**src/rtl/core/slc_pkg.sv**
```systemverilog
package slc_pkg;

    localparam int VAL_W     = 32;
    localparam int ENTRIES_W = 5;
    localparam int DEPTH_DEF = 16;

    typedef enum logic [2:0] {
        OP_INSERT  = 3'd0,
        OP_FIND    = 3'd1,
        OP_REMOVE  = 3'd2,
        OP_REPLACE = 3'd3,
        OP_BEGIN   = 3'd4,
        OP_END     = 3'd5,
        OP_PRIOR   = 3'd6,
        OP_CLEAR   = 3'd7
    } t_op;

    // broadcast from the controller to every cell of the chain
    typedef struct packed {
        logic                    ins;
        logic                    rem;
        logic                    rep;
        logic signed [VAL_W-1:0] value;
    } t_cell_ctl;

endpackage

```
**src/rtl/core/slc_if.sv**
```systemverilog
interface slc_cmd_if;
    import slc_pkg::*;

    logic                    valid;
    logic                    ready;
    t_op                     op;
    logic signed [VAL_W-1:0] value;

    modport source (output valid, output op, output value, input ready);
    modport sink   (input valid, input op, input value, output ready);
endinterface

interface slc_res_if;
    import slc_pkg::*;

    logic                        valid;
    logic                        ready;
    logic                        ok;
    logic signed [VAL_W-1:0]     data;
    logic        [ENTRIES_W-1:0] entries;

    modport source (output valid, output ok, output data, output entries, input ready);
    modport sink   (input valid, input ok, input data, input entries, output ready);
endinterface

```
**src/rtl/core/sorted_list_with_cursor.sv**
```systemverilog
// Sorted list of up to DEPTH signed 32-bit values with a cursor. One command is
// accepted per clock unless a held result blocks it: every stored entry sits in
// its own cell, and all cells compare against the command value and shift toward
// or away from their neighbor in the same cycle. The result appears on o_res in
// the cycle after the command is accepted and is held until taken; i_cmd.ready
// stays high while the result register is empty or is being emptied. The
// combinational depth is set by the ripple of the compare chain through all DEPTH
// cells. There is no clearing pass after reset.
module sorted_list_with_cursor #(
    parameter int DEPTH = slc_pkg::DEPTH_DEF
) (
    input  logic      i_clk,
    input  logic      i_rst_n,
    slc_cmd_if.sink   i_cmd,
    slc_res_if.source o_res
);
    import slc_pkg::*;

    localparam int CW = $clog2(DEPTH + 1);
    localparam int PW = $clog2(DEPTH);

    logic [CW-1:0] r_count;
    logic [CW-1:0] n_count;
    logic [PW-1:0] r_cur;
    logic [PW-1:0] n_cur;
    logic          r_cur_valid;
    logic          n_cur_valid;

    logic                    r_out_valid;
    logic                    r_ok;
    logic                    n_ok;
    logic signed [VAL_W-1:0] r_data;
    logic signed [VAL_W-1:0] n_data;

    logic                    fire;
    logic                    full;
    t_cell_ctl               ctl;
    logic signed [VAL_W-1:0] cell_val [DEPTH];
    logic [DEPTH:0]          le_chain;
    logic [DEPTH:0]          seen_chain;
    logic [DEPTH-1:0]        ins_here;
    logic [DEPTH-1:0]        first;
    logic [PW-1:0]           ins_pos;
    logic [PW-1:0]           find_pos;
    logic [PW-1:0]           rd_idx;
    logic signed [VAL_W-1:0] rd_val;

    assign i_cmd.ready = !r_out_valid || o_res.ready;
    assign fire        = i_cmd.valid && i_cmd.ready;
    assign full        = r_count == CW'(DEPTH);

    assign ctl.ins   = fire && (i_cmd.op == OP_INSERT) && !full;
    assign ctl.rem   = fire && (i_cmd.op == OP_REMOVE) && r_cur_valid;
    assign ctl.rep   = fire && (i_cmd.op == OP_REPLACE) && r_cur_valid;
    assign ctl.value = i_cmd.value;

    assign le_chain[0]   = 1'b1;
    assign seen_chain[0] = 1'b0;

    for (genvar g = 0; g < DEPTH; g++) begin : g_cell
        slc_cell #(
            .DEPTH (DEPTH),
            .IDX   (g)
        ) u_cell (
            .i_clk        (i_clk),
            .i_ctl        (ctl),
            .i_count      (r_count),
            .i_cursor     (r_cur),
            .i_left       ((g == 0) ? i_cmd.value : cell_val[(g == 0) ? 0 : g - 1]),
            .i_right      ((g == DEPTH - 1) ? cell_val[g]
                                            : cell_val[(g == DEPTH - 1) ? g : g + 1]),
            .i_le_chain   (le_chain[g]),
            .i_seen_chain (seen_chain[g]),
            .o_val        (cell_val[g]),
            .o_le_chain   (le_chain[g+1]),
            .o_seen_chain (seen_chain[g+1]),
            .o_ins_here   (ins_here[g]),
            .o_first      (first[g])
        );
    end

    // one-hot to index for the insert slot and the first match
    always_comb begin
        ins_pos  = '0;
        find_pos = '0;
        for (int i = 0; i < DEPTH; i++) begin
            if (ins_here[i]) begin
                ins_pos = ins_pos | PW'(i);
            end
            if (first[i]) begin
                find_pos = find_pos | PW'(i);
            end
        end
    end

    always_comb begin
        n_count     = r_count;
        n_cur       = r_cur;
        n_cur_valid = r_cur_valid;
        n_ok        = 1'b0;
        case (i_cmd.op)
            OP_INSERT: begin
                if (!full) begin
                    n_count     = r_count + CW'(1);
                    n_cur       = ins_pos;
                    n_cur_valid = 1'b1;
                    n_ok        = 1'b1;
                end
            end
            OP_FIND: begin
                n_ok        = seen_chain[DEPTH];
                n_cur_valid = seen_chain[DEPTH];
                if (seen_chain[DEPTH]) begin
                    n_cur = find_pos;
                end
            end
            OP_REMOVE: begin
                if (r_cur_valid) begin
                    n_count     = r_count - CW'(1);
                    n_cur_valid = r_count != CW'(1);
                    n_ok        = 1'b1;
                    if (r_cur != '0) begin
                        n_cur = r_cur - PW'(1);
                    end
                end
            end
            OP_REPLACE: begin
                n_ok = r_cur_valid;
            end
            OP_BEGIN: begin
                n_cur       = '0;
                n_cur_valid = r_count != '0;
                n_ok        = r_count != '0;
            end
            OP_END: begin
                if (r_count != '0) begin
                    n_cur       = PW'(r_count - CW'(1));
                    n_cur_valid = 1'b1;
                    n_ok        = 1'b1;
                end
            end
            OP_PRIOR: begin
                if (r_cur_valid && (r_cur != '0)) begin
                    n_cur = r_cur - PW'(1);
                    n_ok  = 1'b1;
                end
            end
            OP_CLEAR: begin
                n_count     = '0;
                n_cur       = '0;
                n_cur_valid = 1'b0;
                n_ok        = 1'b1;
            end
            default: begin
                n_ok = 1'b0;
            end
        endcase
    end

    // read the pre-command array at the old cursor for remove, else at the new one
    assign rd_idx = (i_cmd.op == OP_REMOVE) ? r_cur : n_cur;

    always_comb begin
        rd_val = '0;
        for (int i = 0; i < DEPTH; i++) begin
            if (PW'(i) == rd_idx) begin
                rd_val = cell_val[i];
            end
        end
    end

    always_comb begin
        if (n_ok && ((i_cmd.op == OP_INSERT) || (i_cmd.op == OP_REPLACE))) begin
            n_data = i_cmd.value;
        end else if (n_ok && (i_cmd.op == OP_REMOVE)) begin
            n_data = rd_val;
        end else if (n_cur_valid) begin
            n_data = rd_val;
        end else begin
            n_data = '0;
        end
    end

    always_ff @(posedge i_clk) begin
        if (!i_rst_n) begin
            r_count     <= '0;
            r_cur       <= '0;
            r_cur_valid <= 1'b0;
            r_out_valid <= 1'b0;
        end else begin
            if (fire) begin
                r_count     <= n_count;
                r_cur       <= n_cur;
                r_cur_valid <= n_cur_valid;
            end
            if (fire) begin
                r_out_valid <= 1'b1;
            end else if (o_res.ready) begin
                r_out_valid <= 1'b0;
            end
        end
    end

    // result payload, loaded with each transaction
    always_ff @(posedge i_clk) begin
        if (fire) begin
            r_ok   <= n_ok;
            r_data <= n_data;
        end
    end

    assign o_res.valid   = r_out_valid;
    assign o_res.ok      = r_ok;
    assign o_res.data    = r_data;
    assign o_res.entries = ENTRIES_W'(r_count);

    a_cursor_in_range: assert property (@(posedge i_clk) disable iff (!i_rst_n)
        r_cur_valid |-> (CW'(r_cur) < r_count))
        else $error("cursor points past the stored entries");

    a_count_bound: assert property (@(posedge i_clk) disable iff (!i_rst_n)
        r_count <= CW'(DEPTH))
        else $error("entry count exceeds depth");

    a_clear_empties: assert property (@(posedge i_clk) disable iff (!i_rst_n)
        (fire && (i_cmd.op == OP_CLEAR)) |=> ((r_count == '0) && !r_cur_valid))
        else $error("clear left entries or a valid cursor");

    a_insert_grows: assert property (@(posedge i_clk) disable iff (!i_rst_n)
        (fire && (i_cmd.op == OP_INSERT) && !full)
            |=> (r_count == $past(r_count) + CW'(1)) && r_cur_valid)
        else $error("insert did not add an entry");

    a_result_after_cmd: assert property (@(posedge i_clk) disable iff (!i_rst_n)
        fire |=> r_out_valid)
        else $error("accepted transaction produced no result");

endmodule

```
**src/rtl/core/slc_cell.sv**
```systemverilog
module slc_cell #(
    parameter int DEPTH = slc_pkg::DEPTH_DEF,
    parameter int IDX   = 0
) (
    input  logic                             i_clk,
    input  slc_pkg::t_cell_ctl               i_ctl,
    input  logic [$clog2(DEPTH+1)-1:0]       i_count,
    input  logic [$clog2(DEPTH)-1:0]         i_cursor,
    input  logic signed [slc_pkg::VAL_W-1:0] i_left,
    input  logic signed [slc_pkg::VAL_W-1:0] i_right,
    input  logic                             i_le_chain,
    input  logic                             i_seen_chain,
    output logic signed [slc_pkg::VAL_W-1:0] o_val,
    output logic                             o_le_chain,
    output logic                             o_seen_chain,
    output logic                             o_ins_here,
    output logic                             o_first
);
    import slc_pkg::*;

    localparam int CW = $clog2(DEPTH + 1);
    localparam int PW = $clog2(DEPTH);

    logic signed [VAL_W-1:0] r_val;
    logic signed [VAL_W-1:0] n_val;
    logic                    occ;
    logic                    le;
    logic                    match;

    assign occ   = CW'(IDX) < i_count;
    assign le    = occ && (r_val <= i_ctl.value);
    assign match = occ && (r_val == i_ctl.value);

    // this cell and every cell before it hold a value <= the key
    assign o_le_chain   = i_le_chain && le;
    assign o_ins_here   = i_le_chain && !le;
    assign o_seen_chain = i_seen_chain || match;
    assign o_first      = match && !i_seen_chain;
    assign o_val        = r_val;

    always_comb begin
        n_val = r_val;
        if (i_ctl.ins && !o_le_chain) begin
            n_val = i_le_chain ? i_ctl.value : i_left;
        end else if (i_ctl.rem && (PW'(IDX) >= i_cursor)) begin
            n_val = i_right;
        end else if (i_ctl.rep && (PW'(IDX) == i_cursor)) begin
            n_val = i_ctl.value;
        end
    end

    always_ff @(posedge i_clk) begin
        r_val <= n_val;
    end

endmodule

```
**src/flat_wrapper.sv**
```systemverilog
// flat-port wrapper written by rule: the top's interface ports become plain ports
module sorted_list_with_cursor_flat import slc_pkg::*;
#(
    parameter int DEPTH = slc_pkg::DEPTH_DEF
)
  (i_clk, i_rst_n, i_cmd_valid, i_cmd_op, i_cmd_value, i_cmd_ready, o_res_valid, o_res_ok, o_res_data, o_res_entries, o_res_ready);
  slc_cmd_if i_cmd_i ();
  slc_res_if o_res_i ();
  input  logic i_clk;
  input  logic i_rst_n;
  input wire logic [$bits(i_cmd_i.valid)-1:0] i_cmd_valid;
  input wire logic [$bits(i_cmd_i.op)-1:0] i_cmd_op;
  input wire logic [$bits(i_cmd_i.value)-1:0] i_cmd_value;
  output wire logic [$bits(i_cmd_i.ready)-1:0] i_cmd_ready;
  output wire logic [$bits(o_res_i.valid)-1:0] o_res_valid;
  output wire logic [$bits(o_res_i.ok)-1:0] o_res_ok;
  output wire logic [$bits(o_res_i.data)-1:0] o_res_data;
  output wire logic [$bits(o_res_i.entries)-1:0] o_res_entries;
  input wire logic [$bits(o_res_i.ready)-1:0] o_res_ready;
  assign i_cmd_i.valid = i_cmd_valid;
  assign i_cmd_i.op = i_cmd_op;
  assign i_cmd_i.value = i_cmd_value;
  assign i_cmd_ready = i_cmd_i.ready;
  assign o_res_valid = o_res_i.valid;
  assign o_res_ok = o_res_i.ok;
  assign o_res_data = o_res_i.data;
  assign o_res_entries = o_res_i.entries;
  assign o_res_i.ready = o_res_ready;
  sorted_list_with_cursor #(.DEPTH(DEPTH)) u_core (.i_clk(i_clk), .i_rst_n(i_rst_n), .i_cmd(i_cmd_i), .o_res(o_res_i));
endmodule
```
**config.mk**
```make
export PLATFORM = sky130hd
export DESIGN_NAME = sorted_list_with_cursor_flat
export DESIGN_NICKNAME = d
export VERILOG_FILES = /design/src/rtl/core/slc_pkg.sv /design/src/rtl/core/slc_if.sv /design/src/rtl/core/sorted_list_with_cursor.sv /design/src/rtl/core/slc_cell.sv /design/src/flat_wrapper.sv
export SDC_FILE = /design/constraint.sdc
export NUM_CORES = 2
export LEC_CHECK = 0
export BUFFER_PORTS_ARGS = -buffer_cell sky130_fd_sc_hd__clkbuf_2
export CORE_MARGIN = 1.5
export CORE_UTILIZATION = 45
export CTS_CLUSTER_DIAMETER = 150
export DETAILED_ROUTE_END_ITERATION = 8
export PLACE_DENSITY_LB_ADDON = 0.12
export SYNTH_ARGS = -nofsm -noshare
export SYNTH_HDL_FRONTEND = slang
export SYNTH_SLANG_ARGS = --single-unit
export TNS_END_PERCENT = 5
```
**constraint.sdc**
```tcl
create_clock -name i_clk -period 9.2 [get_ports i_clk]
set_input_delay 0.46 -clock i_clk [delete_from_list [all_inputs] [get_ports i_clk]]
set_output_delay 0.46 -clock i_clk [all_outputs]
set_load 0.005 [all_outputs]
```
==> run metrics <==
Yosys top cell by area edfxtp_1; DP Wirelength 145000 um; crit-path max cell delay 0.78 ns; hold path cells 3; Worst Path Arrival 7.73 ns; total number of vias 42500; Non-Filler Instances 5743; crit-path leading delay family compound AO/OA/AOI/OAI gates; Fin. Hold Viols 0; WL/cell 34.5 um; CP required 9.60 ns; Core ar. 0.0935 sq mm; sequential area share after synthesis 39.1%; FILL cells 8612; RSZ-0062 raised after global routing no; Root Driver clkbuf_16; multi-input combinational cell area 0.0246 sq mm; total gr overflow 0; Cell Rows 112; final period demand of the worst path 7.34 ns; most used cell along the critical path nand2_1; Placement Cell Area 0.0448 sq mm; largest net degree at the start of global routing 95; DRT Wirelength 198000 um; most frequent cells in the layout edfxtp_1, ha_1, o22ai_1, a31oi_1, nand2_1; hold_buf cts 0; grt met1 use 56.9%; antenna viol nets, final 0; share of cells above drive strength 1 11.0%; mapped cell area 0.0425 sq mm; syn_nets 4993; max-slew violations 0; CP Buf/Inv Count 2; H-tree depth 3; min-delay worst type in2reg; GR Util met2 57.2%; CP max stage cell nor4_1; clock skew 0.0558 ns; post-cts sizing count 0; Final GP Congestion 1.01; die area 0.0962 sq mm; GRT Total Usage 40.3%; via/cell ratio 7.41; Setup crit end u_core.o_res.data[17]; R2R cell count 18; Worst-Skew Late Latency 0.71 ns; Placement Setup Slack 1.64 ns; chip width 310 um; share of the synthesized area in the top cell type 38.5%; r2r setup slk 1.86 ns; first-pass GRT wire length 280000 um; FF-to-FF Start u_core.g_cell[14].u_cell.o_val[31]; Starting Density 45.4%; global route hottest layer met2; Synth warnings 0; Placed Cells 5605; CTS sink cnt 556; cells after synthesis 4434; TritonCTS clock tree yes; r2r endpoint u_core.o_res.data[17]; max cap viols 0; Setup TNS 0 ns; Post-CTS Setup Repair Bufs 0; total CTS buffers 72; I/O Pins 79; Synth Register Bits 556; initial antenna violation count 8; Final setup viols 0; Reg clk slew, reported paths 0.06 ns; fmax 136 MHz; commonest non-fill, non-tap cell in the layout edfxtp_1; Most used DFF post-synth edfxtp_1; DIE HEIGHT 310 um; critical path cell sequence ha_1 -> nand4_1 -> nor4_1 -> nand3_1 -> o21ai_0 -> a21boi_0 -> o21ai_0 -> nand2_1 -> a31oi_1 -> o22ai_1 -> a21oi_4 -> buf_12 -> nand2_1 -> buf_4 -> o221ai_1 -> nand2_1 -> o211ai_1 -> a32oi_1; top cells by area, synth edfxtp_1, ha_1, o22ai_1, a31oi_1, a21oi_1; Worst VDD drop 0.144 mV; Crit. End Element flop; drt pass-1 iters 6; period utilization 79.7%; Area Growth Syn to Fin 11.3%; EDFF count, synth 545; maximum fanout along the worst path 94; Reg area 0.0166 sq mm; post-route design area 0.0473 sq mm; vias in the first global route 38300; Setup Crit Path Kind reg2reg; Mapped Avg Cell Area 9.58 sq um; DR iter-0 viols 7061; leakage power 17.4 nW; Rel. slew slack 11.8%; met3 GRT Util 9.00%; Setup crit start kind flop; Synth async-reset ratio 0%; PortBufs 78; Finished Core Util 50.6%; nets@finish 4984; Netlist cell types 95; DRC viols 0; Worst Max-Slew Pin Slew 1.31 ns; Worst setup startpoint u_core.g_cell[14].u_cell.o_val[31]; Clock Path Buffers 3; status complete, no violations; critical path depth in cells 18; pwr/cell area 157 mW/mm^2; worst setup margin 1.86 ns
-- area by class of cell --
type,instances,share of cell area [%]
Clock buffer,84,4.02
Inverter,96,0.762
Antenna cell,6,0.0318
Multi-Input combinational cell,3453,52.1
Sequential cell,556,35.1
Clock inverter,48,1.07
Tap cell,1254,3.32
Timing Repair Buffer,246,3.60
-- kinds of logic (layout without fill, tap and decap cells) --
| group | after synthesis | after routing | synth area share (%) |
|---|---|---|---|
| buf+inv | 425 | 474 | 3.98 |
| compound gates | 1838 | 1838 | 27.8 |
| flops | 556 | 556 | 39.1 |
| xor+xnor | 3 | 3 | 0.0619 |
| mux | 89 | 89 | 2.27 |
| simple gates | 1003 | 1003 | 11.5 |
| other cells | 0 | 6 | 0 |
| fa+ha+maj | 520 | 520 | 15.3 |
-- worst min-delay path by stage --
stage | from | end | slack (ns)
after floorplan | u_core.o_res.valid | u_core.o_res.valid | 0.55
after global placement | u_core.o_res.valid | u_core.o_res.valid | 0.53
after detailed placement | u_core.o_res.valid | u_core.o_res.valid | 0.54
after CTS | i_cmd_valid | u_core.o_res.valid | 0.02
after global routing | i_cmd_valid | u_core.o_res.valid | 0.07
final | i_cmd_valid | u_core.o_res.valid | 0.04
-- cells in the mapped netlist, types with 14 or more instances --
cell type	number
a211oi_1	44
a21boi_0	19
a21o_1	40
a21oi_1	296
a221oi_1	47
a22oi_1	59
a31oi_1	436
and3_1	24
buf_1	25
buf_2	47
clkbuf_1	250
edfxtp_1	545
ha_1	520
inv_1	94
mux2_2	49
mux2i_1	32
nand2_1	342
nand2b_1	17
nand3_1	92
nand4_1	130
nor2_1	209
nor2b_1	17
nor3_1	55
nor3_2	14
nor4_1	35
o211ai_1	34
o21a_1	17
o21ai_0	192
o21ai_1	14
o221ai_1	31
o22ai_1	456
-- metrics by stage --
step | hold slack, ns | power [W]
floorplan | 0.545 | 0.00380
global placement | 0.529 | 0.00439
global route | 0.0743 | 0.00758
detailed placement | 0.543 | 0.00440
finish | 0.0374 | 0.00742
CTS | 0.0235 | 0.00736
-- power breakdown --
| group | total [W] | switching (W) | internal [W] | leakage (nW) |
|---|---|---|---|---|
| registers | 0.00301 | 0.000112 | 0.00290 | 5.07 |
| logic | 0.00142 | 0.000964 | 0.000452 | 11.1 |
| clock network | 0.00300 | 0.00126 | 0.00174 | 1.18 |
| total | 0.00742 | 0.00234 | 0.00508 | 17.4 |
-- worst min-delay path, stage by stage --
cell	delay, ns
clkbuf_2	0.09
inv_1	0.04
a21boi_0	0.06
-- sequential cells by signal (all words and copies together) (netlist names) --
name,count
u_core.g_cell.u_cell.o_val,512
u_core.r_cur,4
u_core.r_cur_valid,1
u_core.o_res.data,32
u_core.o_res.entries,5
u_core.o_res.ok,1
u_core.o_res.valid,1
-- routing by layer --
metal | part of all wire (%) | vias up | wire [um]
met2 | 41 | 3246 | 81500
met5 | 0.019 | - | 37
met3 | 13 | 531 | 25800
met4 | 6.0 | 6 | 11900
met1 | 40 | 20600 | 79000
li1 | - | 18100 | -
Power figures use the tool's default switching activity.
